`src/rtl/core/itoa_pkg.sv`:
```
package itoa_pkg;

  // Enough digit positions for a 64-bit operand in octal, the longest case.
  localparam int NumDigits = 22;
  localparam int DigitIdxW = $clog2(NumDigits);

  typedef logic [3:0] digit_t;
  typedef logic [NumDigits-1:0][3:0] digit_vec_t;

  typedef enum logic [1:0] {
    BASE_8,
    BASE_10,
    BASE_16
  } base_e;

  // Control for the digit row.
  typedef struct packed {
    logic  clear;
    logic  step;
    logic  bit_in;
    base_e base;
  } row_ctrl_t;

  localparam logic [7:0] CharZero    = 8'h30;
  localparam logic [7:0] CharHexBias = 8'h57;  // 'a' minus ten

  function automatic logic [4:0] base_value(base_e b);
    logic [4:0] r;
    case (b)
      BASE_8:  r = 5'd8;
      BASE_10: r = 5'd10;
      BASE_16: r = 5'd16;
      default: r = 5'd16;
    endcase
    return r;
  endfunction

  function automatic logic [7:0] digit_char(digit_t d);
    return {4'b0000, d} + ((d < 4'd10) ? CharZero : CharHexBias);
  endfunction

endpackage

```
`src/rtl/core/itoa_digit_row.sv`:
```
// Row of radix digit cells. Each step doubles the stored number in the
// selected radix and adds the incoming operand bit, so shifting the operand
// in MSB first leaves its digits in the row.
module itoa_digit_row (
  input  logic                  clk_i,
  input  logic                  rst_ni,
  input  itoa_pkg::row_ctrl_t   ctrl_i,
  output itoa_pkg::digit_vec_t  digits_o
);
  import itoa_pkg::*;

  digit_vec_t             digits_q, digits_d;
  logic [NumDigits-1:0]   cout;
  logic [NumDigits-1:0]   cin;
  logic [4:0]             base_val;
  logic [4:0]             dbl;

  always_comb begin
    base_val = base_value(ctrl_i.base);
    digits_d = digits_q;
    dbl      = '0;
    // The carry out depends only on the stored digit, so no ripple forms.
    for (int k = 0; k < NumDigits; k++) begin
      cout[k] = (digits_q[k] >= base_val[4:1]);
    end
    cin = {cout[NumDigits-2:0], ctrl_i.bit_in};
    for (int k = 0; k < NumDigits; k++) begin
      dbl = {digits_q[k], cin[k]};
      if (ctrl_i.clear) begin
        digits_d[k] = '0;
      end else if (ctrl_i.step) begin
        digits_d[k] = cout[k] ? 4'(dbl - base_val) : dbl[3:0];
      end
    end
  end

  always_ff @(posedge clk_i or negedge rst_ni) begin
    if (!rst_ni) begin
      digits_q <= '0;
    end else begin
      digits_q <= digits_d;
    end
  end

  assign digits_o = digits_q;

endmodule

```
`src/rtl/core/integer_to_ascii_formatter_core.sv`:
```
// Integer to ASCII formatter. Each input transaction carries one integer
// conversion (signed decimal, unsigned decimal, octal, lower-case hex or
// pointer) and produces a stream of output transactions, one ASCII character
// each, with last set on the final character. A negative signed-decimal value
// is preceded by '-', which is not counted in the field width; pointer mode
// prints "0x" and POINTER_DIGITS zero-padded hex digits. Unused conversion
// codes produce no output. Timing: the operand is shifted MSB first through
// a shared row of radix digit cells, one bit per cycle, over all 64 bits of
// a 64-bit operand or the low 32 bits of a 32-bit one. A leading-zero scan
// then walks down from the top digit, one digit per cycle. The characters
// follow at one per cycle while the output is not stalled. The block takes
// no new item until the last one is done: in_stall_o stays high from
// acceptance until the final character has been loaded into the output
// register.
module integer_to_ascii_formatter_core #(
  parameter int MAX_WIDTH      = 63,
  parameter int POINTER_DIGITS = 16
) (
  input  logic        clk_i,
  input  logic        rst_ni,
  input  logic        in_valid_i,
  output logic        in_stall_o,
  input  logic [2:0]  func_i,
  input  logic [63:0] value_i,
  input  logic        wide_i,
  input  logic [5:0]  field_width_i,
  input  logic [1:0]  pad_mode_i,
  output logic        out_valid_o,
  input  logic        out_stall_i,
  output logic [7:0]  out_char_o,
  output logic        last_o
);
  import itoa_pkg::*;

  // Conversion codes.
  localparam logic [2:0] FuncSDec = 3'd0;
  localparam logic [2:0] FuncUDec = 3'd1;
  localparam logic [2:0] FuncOct  = 3'd2;
  localparam logic [2:0] FuncPtr  = 3'd4;

  // Pad codes; the unused code pads with space.
  localparam logic [1:0] PadZero = 2'd1;
  localparam logic [1:0] PadDash = 2'd2;

  localparam logic [7:0] CharMinus = 8'h2D;
  localparam logic [7:0] CharSpace = 8'h20;
  localparam logic [7:0] CharX     = 8'h78;

  localparam logic [5:0] MaxWidthC  = 6'(MAX_WIDTH);
  localparam logic [5:0] PtrDigitsC = 6'(POINTER_DIGITS);

  typedef enum logic [2:0] {
    ST_IDLE,
    ST_CONV,
    ST_SCAN,
    ST_PRE,
    ST_BODY
  } state_e;

  state_e                 state_q;
  logic [63:0]            shift_q;
  logic [5:0]             cnt_q;
  logic [DigitIdxW-1:0]   idx_q;
  logic [5:0]             pos_q;
  logic [5:0]             width_q;
  logic [7:0]             padc_q;
  logic                   ptr_q;
  logic [1:0]             pre_left_q;
  base_e                  base_q;
  logic                   out_valid_q;
  logic [7:0]             out_char_q;
  logic                   last_q;

  row_ctrl_t              row_ctrl;
  digit_vec_t             digits;

  logic                   start;
  logic [63:0]            num;
  logic [63:0]            mag;
  logic                   neg;
  logic                   slot_free;
  logic                   emit;
  logic [7:0]             body_char;
  logic [7:0]             pre_char;

  assign in_stall_o = (state_q != ST_IDLE);
  assign start      = in_valid_i && (state_q == ST_IDLE) && (func_i <= FuncPtr);
  assign slot_free  = !out_valid_q || !out_stall_i;
  // A character is loaded into the output register in this cycle.
  assign emit       = ((state_q == ST_PRE) || (state_q == ST_BODY)) && slot_free;

  // Operand selection: the low word is sign-extended only for signed decimal.
  always_comb begin
    if (wide_i) begin
      num = value_i;
    end else if (func_i == FuncSDec) begin
      num = {{32{value_i[31]}}, value_i[31:0]};
    end else begin
      num = {32'h0, value_i[31:0]};
    end
    neg = (func_i == FuncSDec) && num[63];
    // Negation wraps, so the most negative value prints its own magnitude.
    mag = neg ? (64'h0 - num) : num;
  end

  assign row_ctrl.clear  = start;
  assign row_ctrl.step   = (state_q == ST_CONV);
  assign row_ctrl.bit_in = shift_q[63];
  assign row_ctrl.base   = base_q;

  itoa_digit_row u_row (
    .clk_i    (clk_i),
    .rst_ni   (rst_ni),
    .ctrl_i   (row_ctrl),
    .digits_o (digits)
  );

  // Positions above the top significant digit are padding.
  assign body_char = (pos_q > {1'b0, idx_q}) ? padc_q
                                             : digit_char(digits[pos_q[DigitIdxW-1:0]]);
  assign pre_char  = ptr_q ? ((pre_left_q == 2'd2) ? CharZero : CharX) : CharMinus;

  always_ff @(posedge clk_i or negedge rst_ni) begin
    if (!rst_ni) begin
      state_q     <= ST_IDLE;
      shift_q     <= '0;
      cnt_q       <= '0;
      idx_q       <= '0;
      pos_q       <= '0;
      width_q     <= '0;
      padc_q      <= CharSpace;
      ptr_q       <= 1'b0;
      pre_left_q  <= '0;
      base_q      <= BASE_10;
      out_valid_q <= 1'b0;
      out_char_q  <= '0;
      last_q      <= 1'b0;
    end else begin
      if (emit) begin
        out_valid_q <= 1'b1;
      end else if (!out_stall_i) begin
        out_valid_q <= 1'b0;
      end
      case (state_q)
        ST_IDLE: begin
          if (start) begin
            // A 32-bit magnitude always fits the low word, so only 32 steps.
            shift_q    <= wide_i ? mag : {mag[31:0], 32'h0};
            cnt_q      <= wide_i ? 6'd63 : 6'd31;
            ptr_q      <= (func_i == FuncPtr);
            pre_left_q <= (func_i == FuncPtr) ? 2'd2 : (neg ? 2'd1 : 2'd0);
            if (func_i == FuncSDec || func_i == FuncUDec) begin
              base_q <= BASE_10;
            end else if (func_i == FuncOct) begin
              base_q <= BASE_8;
            end else begin
              base_q <= BASE_16;
            end
            if (func_i == FuncPtr) begin
              width_q <= PtrDigitsC;
              padc_q  <= CharZero;
            end else begin
              width_q <= (field_width_i > MaxWidthC) ? MaxWidthC : field_width_i;
              if (pad_mode_i == PadZero) begin
                padc_q <= CharZero;
              end else if (pad_mode_i == PadDash) begin
                padc_q <= CharMinus;
              end else begin
                padc_q <= CharSpace;
              end
            end
            state_q <= ST_CONV;
          end
        end
        ST_CONV: begin
          shift_q <= {shift_q[62:0], 1'b0};
          if (cnt_q == '0) begin
            idx_q   <= DigitIdxW'(NumDigits - 1);
            state_q <= ST_SCAN;
          end else begin
            cnt_q <= cnt_q - 6'd1;
          end
        end
        ST_SCAN: begin
          // Stop at the top nonzero digit; zero keeps its single '0'.
          if (idx_q == '0 || digits[idx_q] != '0) begin
            if (width_q > ({1'b0, idx_q} + 6'd1)) begin
              pos_q <= width_q - 6'd1;
            end else begin
              pos_q <= {1'b0, idx_q};
            end
            state_q <= (pre_left_q != '0) ? ST_PRE : ST_BODY;
          end else begin
            idx_q <= idx_q - DigitIdxW'(1);
          end
        end
        ST_PRE: begin
          if (slot_free) begin
            out_char_q  <= pre_char;
            last_q      <= 1'b0;
            pre_left_q  <= pre_left_q - 2'd1;
            if (pre_left_q == 2'd1) begin
              state_q <= ST_BODY;
            end
          end
        end
        ST_BODY: begin
          if (slot_free) begin
            out_char_q  <= body_char;
            last_q      <= (pos_q == '0);
            if (pos_q == '0) begin
              state_q <= ST_IDLE;
            end else begin
              pos_q <= pos_q - 6'd1;
            end
          end
        end
        default: begin
          state_q <= ST_IDLE;
        end
      endcase
    end
  end

  assign out_valid_o = out_valid_q;
  assign out_char_o  = out_char_q;
  assign last_o      = last_q;

endmodule

```
`config.mk`:
```
export PLATFORM = sky130hd
export DESIGN_NAME = integer_to_ascii_formatter_core
export DESIGN_NICKNAME = d
export VERILOG_FILES = /design/src/rtl/core/itoa_pkg.sv /design/src/rtl/core/itoa_digit_row.sv /design/src/rtl/core/integer_to_ascii_formatter_core.sv
export SDC_FILE = /design/constraint.sdc
export NUM_CORES = 1
export LEC_CHECK = 0
export ABC_AREA = 1
export BUFFER_PORTS_ARGS = -buffer_cell sky130_fd_sc_hd__buf_4
export CORE_MARGIN = 2
export CORE_UTILIZATION = 30
export CTS_CLUSTER_DIAMETER = 150
export DETAILED_ROUTE_END_ITERATION = 16
export PLACE_DENSITY = 0.43
export SLEW_MARGIN = 20
export SYNTH_ARGS = -nofsm -noshare
export SYNTH_HDL_FRONTEND = slang
export SYNTH_SLANG_ARGS = --single-unit
```
`constraint.sdc`:
```
create_clock -name clk_i -period 2.9 [get_ports clk_i]
set_input_delay 0.145 -clock clk_i [delete_from_list [all_inputs] [get_ports clk_i]]
set_output_delay 0.145 -clock clk_i [all_outputs]
set_load 0.1 [all_outputs]
```
==> results.md, run 1 <==
* Yosys top cell area share at 31.4%
* DIE AREA at around 53,000 µm²
* Xor and xnor area share after synthesis at between 1.5 and 2%
* Routed len/inst at ~18 µm
* Adder-cell share of the synthesized area at a little under a tenth
* Setup CP Type: reg -> reg
* Die H at between 200 and 250 µm
* Compound-cell area share of the yosys netlist at 13.4%
* Via/cell ratio at roughly 5.0
* Synth Cell Area at between 15,000 and 20,000 µm²
* Share of cells above drive strength 1 at roughly a tenth
* Die W at 230 µm
* Port buffer count at 89
* CTS root buf: clkbuf_16
* Post-synthesis simple-gate area fraction at 34.4%
* Post-synthesis mux area share at 0.0650%
* Wirelength, routed at 54,200 µm
* Ant diodes at 0
* RSZ-0062 raised after global routing: true
* Remaining DRCs at 0
* Placement Rows at 83
* Largest family of logic cells by synthesized area: simple AND/OR/NAND/NOR gates
* Seq/Total Area, Yosys at 31.6%
* Worst-path cell chain: inv_2 > nand2_1 > inv_1 > nand2_1 > inv_1 > o21ai_2 > inv_4 > nor2_4 > buf_16 > nand2_1 > o221ai_1 > dlygate4sd3_1
* First-pass GRT wire length at 86,500 µm
* Power per Cell Area at between 1000 and 1500 nW/µm²
* VDD IR-drop max at about 0.94 mV
* Dpl ws at approximately 0.23 ns
* Fillers at roughly 5,500
* 1st-iter DRT viols at just under 900
* CP max-delay cell: dlygate4sd3_1
* Worst Skew at between 0.01 and 0.015 ns
* Leak at 8.92 nW
* Via Count at about 15,000
* Period Utilization, post-route at between 90% and 100%
* CTS sink cnt at between 150 and 200
* Async SR Flop Fraction at between 90% and 100%
* Status: completed
* Ys Warns at 0
* Nets at 2,553
* Pin count of the biggest net entering global routing at 89
* Routability congestion estimate at 0.895
* Final hold vios at 0
* HPWL after detailed placement at between 40,000 and 50,000 µm
* Worst-path clk slew at roughly 0.08 ns
* DP Area at around 17,000 µm²
* Fin worst setup slack at 0.174 ns
* Design Area, Final at roughly 18,000 µm²
* Top post-synthesis cells by area: dfrtp_1 31%, nand2_1 16%, ha_1 9.1%
* Worst-Skew Late Latency at around 0.49 ns
* Critical path's largest stage delay at roughly 0.57 ns
* Antenna-violating nets left at 0
* Synth Net Count at between 2,000 and 2,500
* Distinct cell type count after synthesis at 60
* # IOs at 91
* P&R area growth vs syn at 15.5%
* Total grt overflow at 0
* Primary FF master, synth: dfrtp_1
* Worst slew pin tran at 0.863 ns
* Data arrival time of the critical path at about 3.2 ns
* Number of synthesized flops with an enable pin at 0
* Min Tclk post-route at ~2.7 ns
* WP data required at 3.33 ns
* Num CTS Buffers at 17
* Vias in the first global route at between 15,000 and 20,000
* Crit path top cell by count: nand2_1
* Max Freq at roughly 0.37 GHz
* Yosys top cell by area: dfrtp_1
* Initial Utilization at between 30% and 40%
* Most common cell after layout, fill and taps aside: nand2_1
* Post-synthesis register bit count at 194
* Final Slew Violations at 0
* Final setup violation count at 0
* Clk buf depth at 2
* Std-Cell Core Area at just over 50,000 µm²
* CTS tree: done
* Number of H-tree levels at 4
* Pre-antenna DRT Iters at 5
* Final Core Density at a little over a third
* Initial antenna violation count at 0
* Hold Path Class: in -> reg
* MaxCap Viol Count at 0
* Most frequent cells in the layout: 648 x nand2_1, 253 x inv_1, 249 x nand3_1, 192 x dfrtp_1, 176 x nor2_1
* Crit start category: flop
* Avg Inst Size Synth at about 6.8 µm²
* CP Capture Type: flop
* Total GRT Usage at a little over a fifth
* Hold Slack at between 0.04 and 0.05 ns
* CP Max Fanout at between 80 and 90
* Slew headroom at around 42%
* Syn Inst Count at roughly 2,300
## Yosys cell counts (20+ instances only)
cell type  number
o21ai_0       139
nor3_1         25
nand3b_1       20
buf_2          33
inv_1         253
nand3_1       249
nand4_1        36
a21oi_1        77
o22ai_1        40
clkbuf_1       35
o211ai_1       33
nand2_1       650
xor2_1         22
ha_1          112
dfrtp_1       193
nor2_1        178
## metrics by stage
step | power, W | instances | setup TNS [ns]
finish | 0.0195 | 3053 | 0
global route | 0.0217 | 3053 | -0.00130
detailed placement | 0.0172 | 3000 | 0
CTS | 0.0196 | 3053 | 0
global placement | 0.0170 | 3000 | 0
floorplan | 0.0134 | 2258 | 0
## report_power, final
part | switching (W) | internal (W) | total (W)
combinational | 0.00823 | 0.00430 | 0.0125
sequential | 0.000825 | 0.00385 | 0.00468
clock | 0.00117 | 0.00116 | 0.00233
## logic make-up (layout without fill, tap and decap cells)
kind of cell    after synthesis  in the layout
xor+xnor                     33             33
simple gates               1213           1213
flops                       194            194
fa+ha+maj                   113            113
mux                           1              1
buf+inv                     350            465
compound gates              353            353
other cells                   1              1
## per-layer routing
metal,GRT usage (%),part of all wire [%]
met5,0,0
met4,8.27,3.3
met3,3.11,3.2
met2,35.7,48
met1,26.5,46
## timing repair
| action | CTS | global route |
|---|---|---|
| hold endpoints to repair | 100 | 0 |
| gates resized for setup | 0 | 12 |
| setup endpoints to repair | 0 | 5 |
| buffers inserted | 0 | 0 |
| hold buffers | 21 | 0 |
## worst max-delay path: cells and delay by family (launching register included)
family / cells / cell delay, ns
buffers and inverters: 6 / 1.27
DFF: 1 / 0.49
and+or+nand+nor: 4 / 0.47
AOI/OAI and AO/OA: 2 / 0.40
## path summary, 6_finish.rpt
path                             start  cells after the start           endpoint  slack, ns
setup / recovery            state_q[0]                     12        shift_q[32]       0.17
hold / removal             value_i[39]                      4        shift_q[39]       0.04
setup reg to reg            state_q[0]                     12        shift_q[32]       0.17
hold reg to reg            shift_q[60]                      2        shift_q[60]       0.48
max in group asynchronous       rst_ni                      3          base_q[0]       1.72
min in group asynchronous       rst_ni                      2  u_row.digits_o[1]       0.30
## sequential cells by signal, indices dropped and copies added, names as in the netlist
signal / flops
state_q: 3
width_q: 6
out_char_o: 7
shift_q: 64
pre_left_q: 2
ptr_q: 1
last_o: 1
pos_q: 6
base_q: 2
idx_q: 5
padc_q: 2
out_valid_o: 1
u_row.digits_o: 88
cnt_q: 6
## cell type report
| class | count | area (µm²) | share of cell area [%] |
|---|---|---|---|
| clock buffer | 24 | 482 | 2.71 |
| clock inverter | 8 | 55.1 | 0.310 |
| inverter | 262 | 997 | 5.61 |
| multi-input combinational | 1714 | 9090 | 51.2 |
| sequential | 194 | 4860 | 27.3 |
| tap | 680 | 851 | 4.79 |
| timing repair buffer | 171 | 1440 | 8.08 |
(Power assumes the default switching activity.)
==> run 2: changes to the inputs <==
CORE_MARGIN = unset   (was 2)
==> results.md, run 2 (same netlist as run 1, synthesis figures left out) <==
* Sequential share of power at 23.6% (-0.3 points)
* Final Power at 0.0198 W (+1.4%)
* Crit path from: pos_q[0]
* Min Tclk post-route at 2.69 ns (-0.0319 ns)
* Most frequent cells in the layout: 646 x nand2_1, 253 x inv_1, 249 x nand3_1, 192 x dfrtp_1, 177 x nor2_1
* Routability congestion estimate at 0.911 (+1.8%)
* Pin count of the biggest net entering global routing at 91 (+2.2%)
* Hold Path Class: in -> reg
* Via Count at 15,228 (-0.31%)
* CTS tree: done
* Crit start category: flop
* Std-Cell Core Area at 50,400 µm² (-1.2%)
* Worst slew pin tran at 0.672 ns (-0.191 ns)
* Worst-Skew Late Latency at 0.48 ns (about the same)
* Die H at 228 µm (-0.87%)
* Clk pwr share at 13.2% (+1.3 points)
* Reg2reg start: pos_q[0]
* Routed len/inst at 17.7 µm (-0.45%)
* Initial antenna violation count at 0 (unchanged)
* Most common cell after layout, fill and taps aside: nand2_1
* CP Capture Type: flop
* Vias in the first global route at 14,997 (-3.5%)
* VDD IR-drop max at 0.539 mV (-43%)
* Final setup violation count at 0 (unchanged)
* HPWL after detailed placement at 39,900 µm (-1.2%)
* MaxCap Viol Count at 0 (unchanged)
* Worst Skew at 0.0112 ns (+0.0000312 ns)
* Final hold vios at 0 (unchanged)
* Switching power share of the total at 51.4% (-0.88 points)
* CTS sink cnt at 194 (unchanged)
* Met1 WL at 25,000 µm (+1.3%)
* P_sw at 0.0102 W (-0.30%)
* # IOs at 91 (unchanged)
* Port buffer count at 89 (unchanged)
* Die W at 228 µm (-0.87%)
* Number of H-tree levels at 4 (unchanged)
* Via/cell ratio at 5.00 (about the same)
* Antenna-violating nets left at 0 (unchanged)
* Slew headroom at 55.1% (+13 points)
* Num CTS Buffers at 17 (unchanged)
* Hold Slack at 0.0429 ns (+0.00119 ns)
* DIE AREA at 52,200 µm² (-1.7%)
* Fin cells at 3,045 (-0.26%)
* P&R area growth vs syn at 16.5%
* Data arrival time of the critical path at 3.11 ns (-0.05 ns)
* Design Area, Final at 17,900 µm² (+0.88%)
* Met2 WL at 25,900 µm (about the same)
* Remaining DRCs at 0 (unchanged)
* Ant diodes at 0 (unchanged)
* Fin Setup TNS at 0 ns (unchanged)
* Setup Fix Bufs, Post-CTS at 0 (unchanged)
* Wirelength, routed at 53,800 µm (-0.71%)
* Pre-antenna DRT Iters at 5 (unchanged)
* Period Utilization, post-route at 92.9% (-1.1 points)
* Status: completed
* Nets at 2,555 (+0.078%)
* Total GRT Usage at 21.1% (+0.21 points)
* Internal power of the cells at 0.00962 W (+3.3%)
* DP Area at 17,000 µm² (+0.25%)
* Max Freq at 0.371 GHz (+1.2%)
* Leak at 8.99 nW (+0.87%)
* Clk buf depth at 2 (unchanged)
* Setup CP Type: reg -> reg
* Comb pwr share at 63.2% (-0.9 points)
* CTS root buf: clkbuf_16
* Total grt overflow at 0 (unchanged)
* RSZ-0062 raised after global routing: false
* Placed cells at 2,989 (-0.37%)
* Top sig layer: met4
* Worst hold start: value_i[59]
* CP Max Fanout at 11 (-88%)
* Worst-path clk slew at 0.07 ns (about the same)
* Power per Cell Area at 1110 nW/µm² (+0.53%)
* Initial Utilization at 30.5% (+0.37 points)
* Share of cells above drive strength 1 at 10.4% (+0.042 points)
* WL met3 at 1750 µm (-0.40%)
* WP data required at 3.31 ns (-0.02 ns)
* First-pass GRT wire length at 86,000 µm (-0.63%)
* Max reg flops at 88 (unchanged)
* Final Slew Violations at 0 (unchanged)
* Placement Rows at 82 (-1.2%)
* 1st-iter DRT viols at 969 (+11%)
## run 2: cell types whose count changed in the layout (fill, tap and decap cells not counted), moves of 2 or more
cell,change
buf_12,+7
buf_4,-6
buf_8,-3
bufinv_16,+4
clkbuf_1,-3
clkinvlp_4,-4
dlygate4sd3_1,+4
inv_2,+2
inv_4,-2
nand2_1,-2
nand2_2,+2
## run 2: final cells by class
| type | count | area, µm² |
|---|---|---|
| Clock buffer | 20 | 457 |
| Inverter | 262 | 992 |
| Sequential cell | 194 | 4860 |
| Fill cell | 5458 | 32400 |
| Multi-Input combinational cell | 1714 | 9100 |
| Clock inverter | 10 | 159 |
| Tap cell | 672 | 841 |
| Timing Repair Buffer | 173 | 1520 |
## run 2: what timing repair did
action / in CTS / in global routing
hold buffers: 25 / 0
gates resized for setup: 0 / 4
setup endpoints to repair: 0 / 6
endpoints found under the hold margin: 77 / 0
## run 2: through the flow
stage | setup WS [ns] | utilization (%)
6_report | 0.206 | 35.6
3_5_place_dp | 0.0656 | 33.8
2_1_floorplan | 0.270 | -
3_3_place_gp | 0.200 | 33.8
4_1_cts | 0.0682 | 35.5
5_1_grt | 0.0148 | 35.6
## run 2: metal layers
metal / global-route usage (%) / up-vias
li1: - / 7684
met1: 27.7 / 7171
met2: 35.9 / 320
met3: 2.67 / 53
met4: 6.59 / 0
met5: 0 / -
## run 2: path summary, 6_finish.rpt
kind / slack, ns / cells after the start / endpoint
worst max-delay path: 0.21 / 18 / out_char_o[4]
worst min-delay path: 0.04 / 5 / shift_q[59]
max in group asynchronous: 2.00 / 3 / base_q[0]
worst min register to register: 0.48 / 2 / shift_q[60]
min in group asynchronous: 0.23 / 2 / u_row.digits_o[8]
worst max register to register: 0.21 / 18 / out_char_o[4]
## run 2: critical path, cell delays in order, from the launching register on
cell     delay [ns]
dfrtp_2        0.49
inv_2          0.11
buf_4          0.18
nand2_1        0.07
nand3_1        0.07
nand3_1        0.07
nand3_1        0.10
nand2_1        0.11
nand2_1        0.08
nand2_1        0.09
nand2_1        0.11
nand2_2        0.11
ha_1           0.25
fa_2           0.37
nand3_1        0.10
nand3_1        0.07
nand2_1        0.06
nand2_1        0.04
a21oi_1        0.14
## run 2: power by group through the flow
stage	Combinational (W)	Sequential [W]	Clock [W]
2_1_floorplan	0.00862	0.00474	0
3_3_place_gp	0.0123	0.00471	0
3_5_place_dp	0.0125	0.00471	0
4_1_cts	0.0125	0.00467	0.00272
5_1_grt	0.0143	0.00483	0.00280
6_report	0.0125	0.00468	0.00261
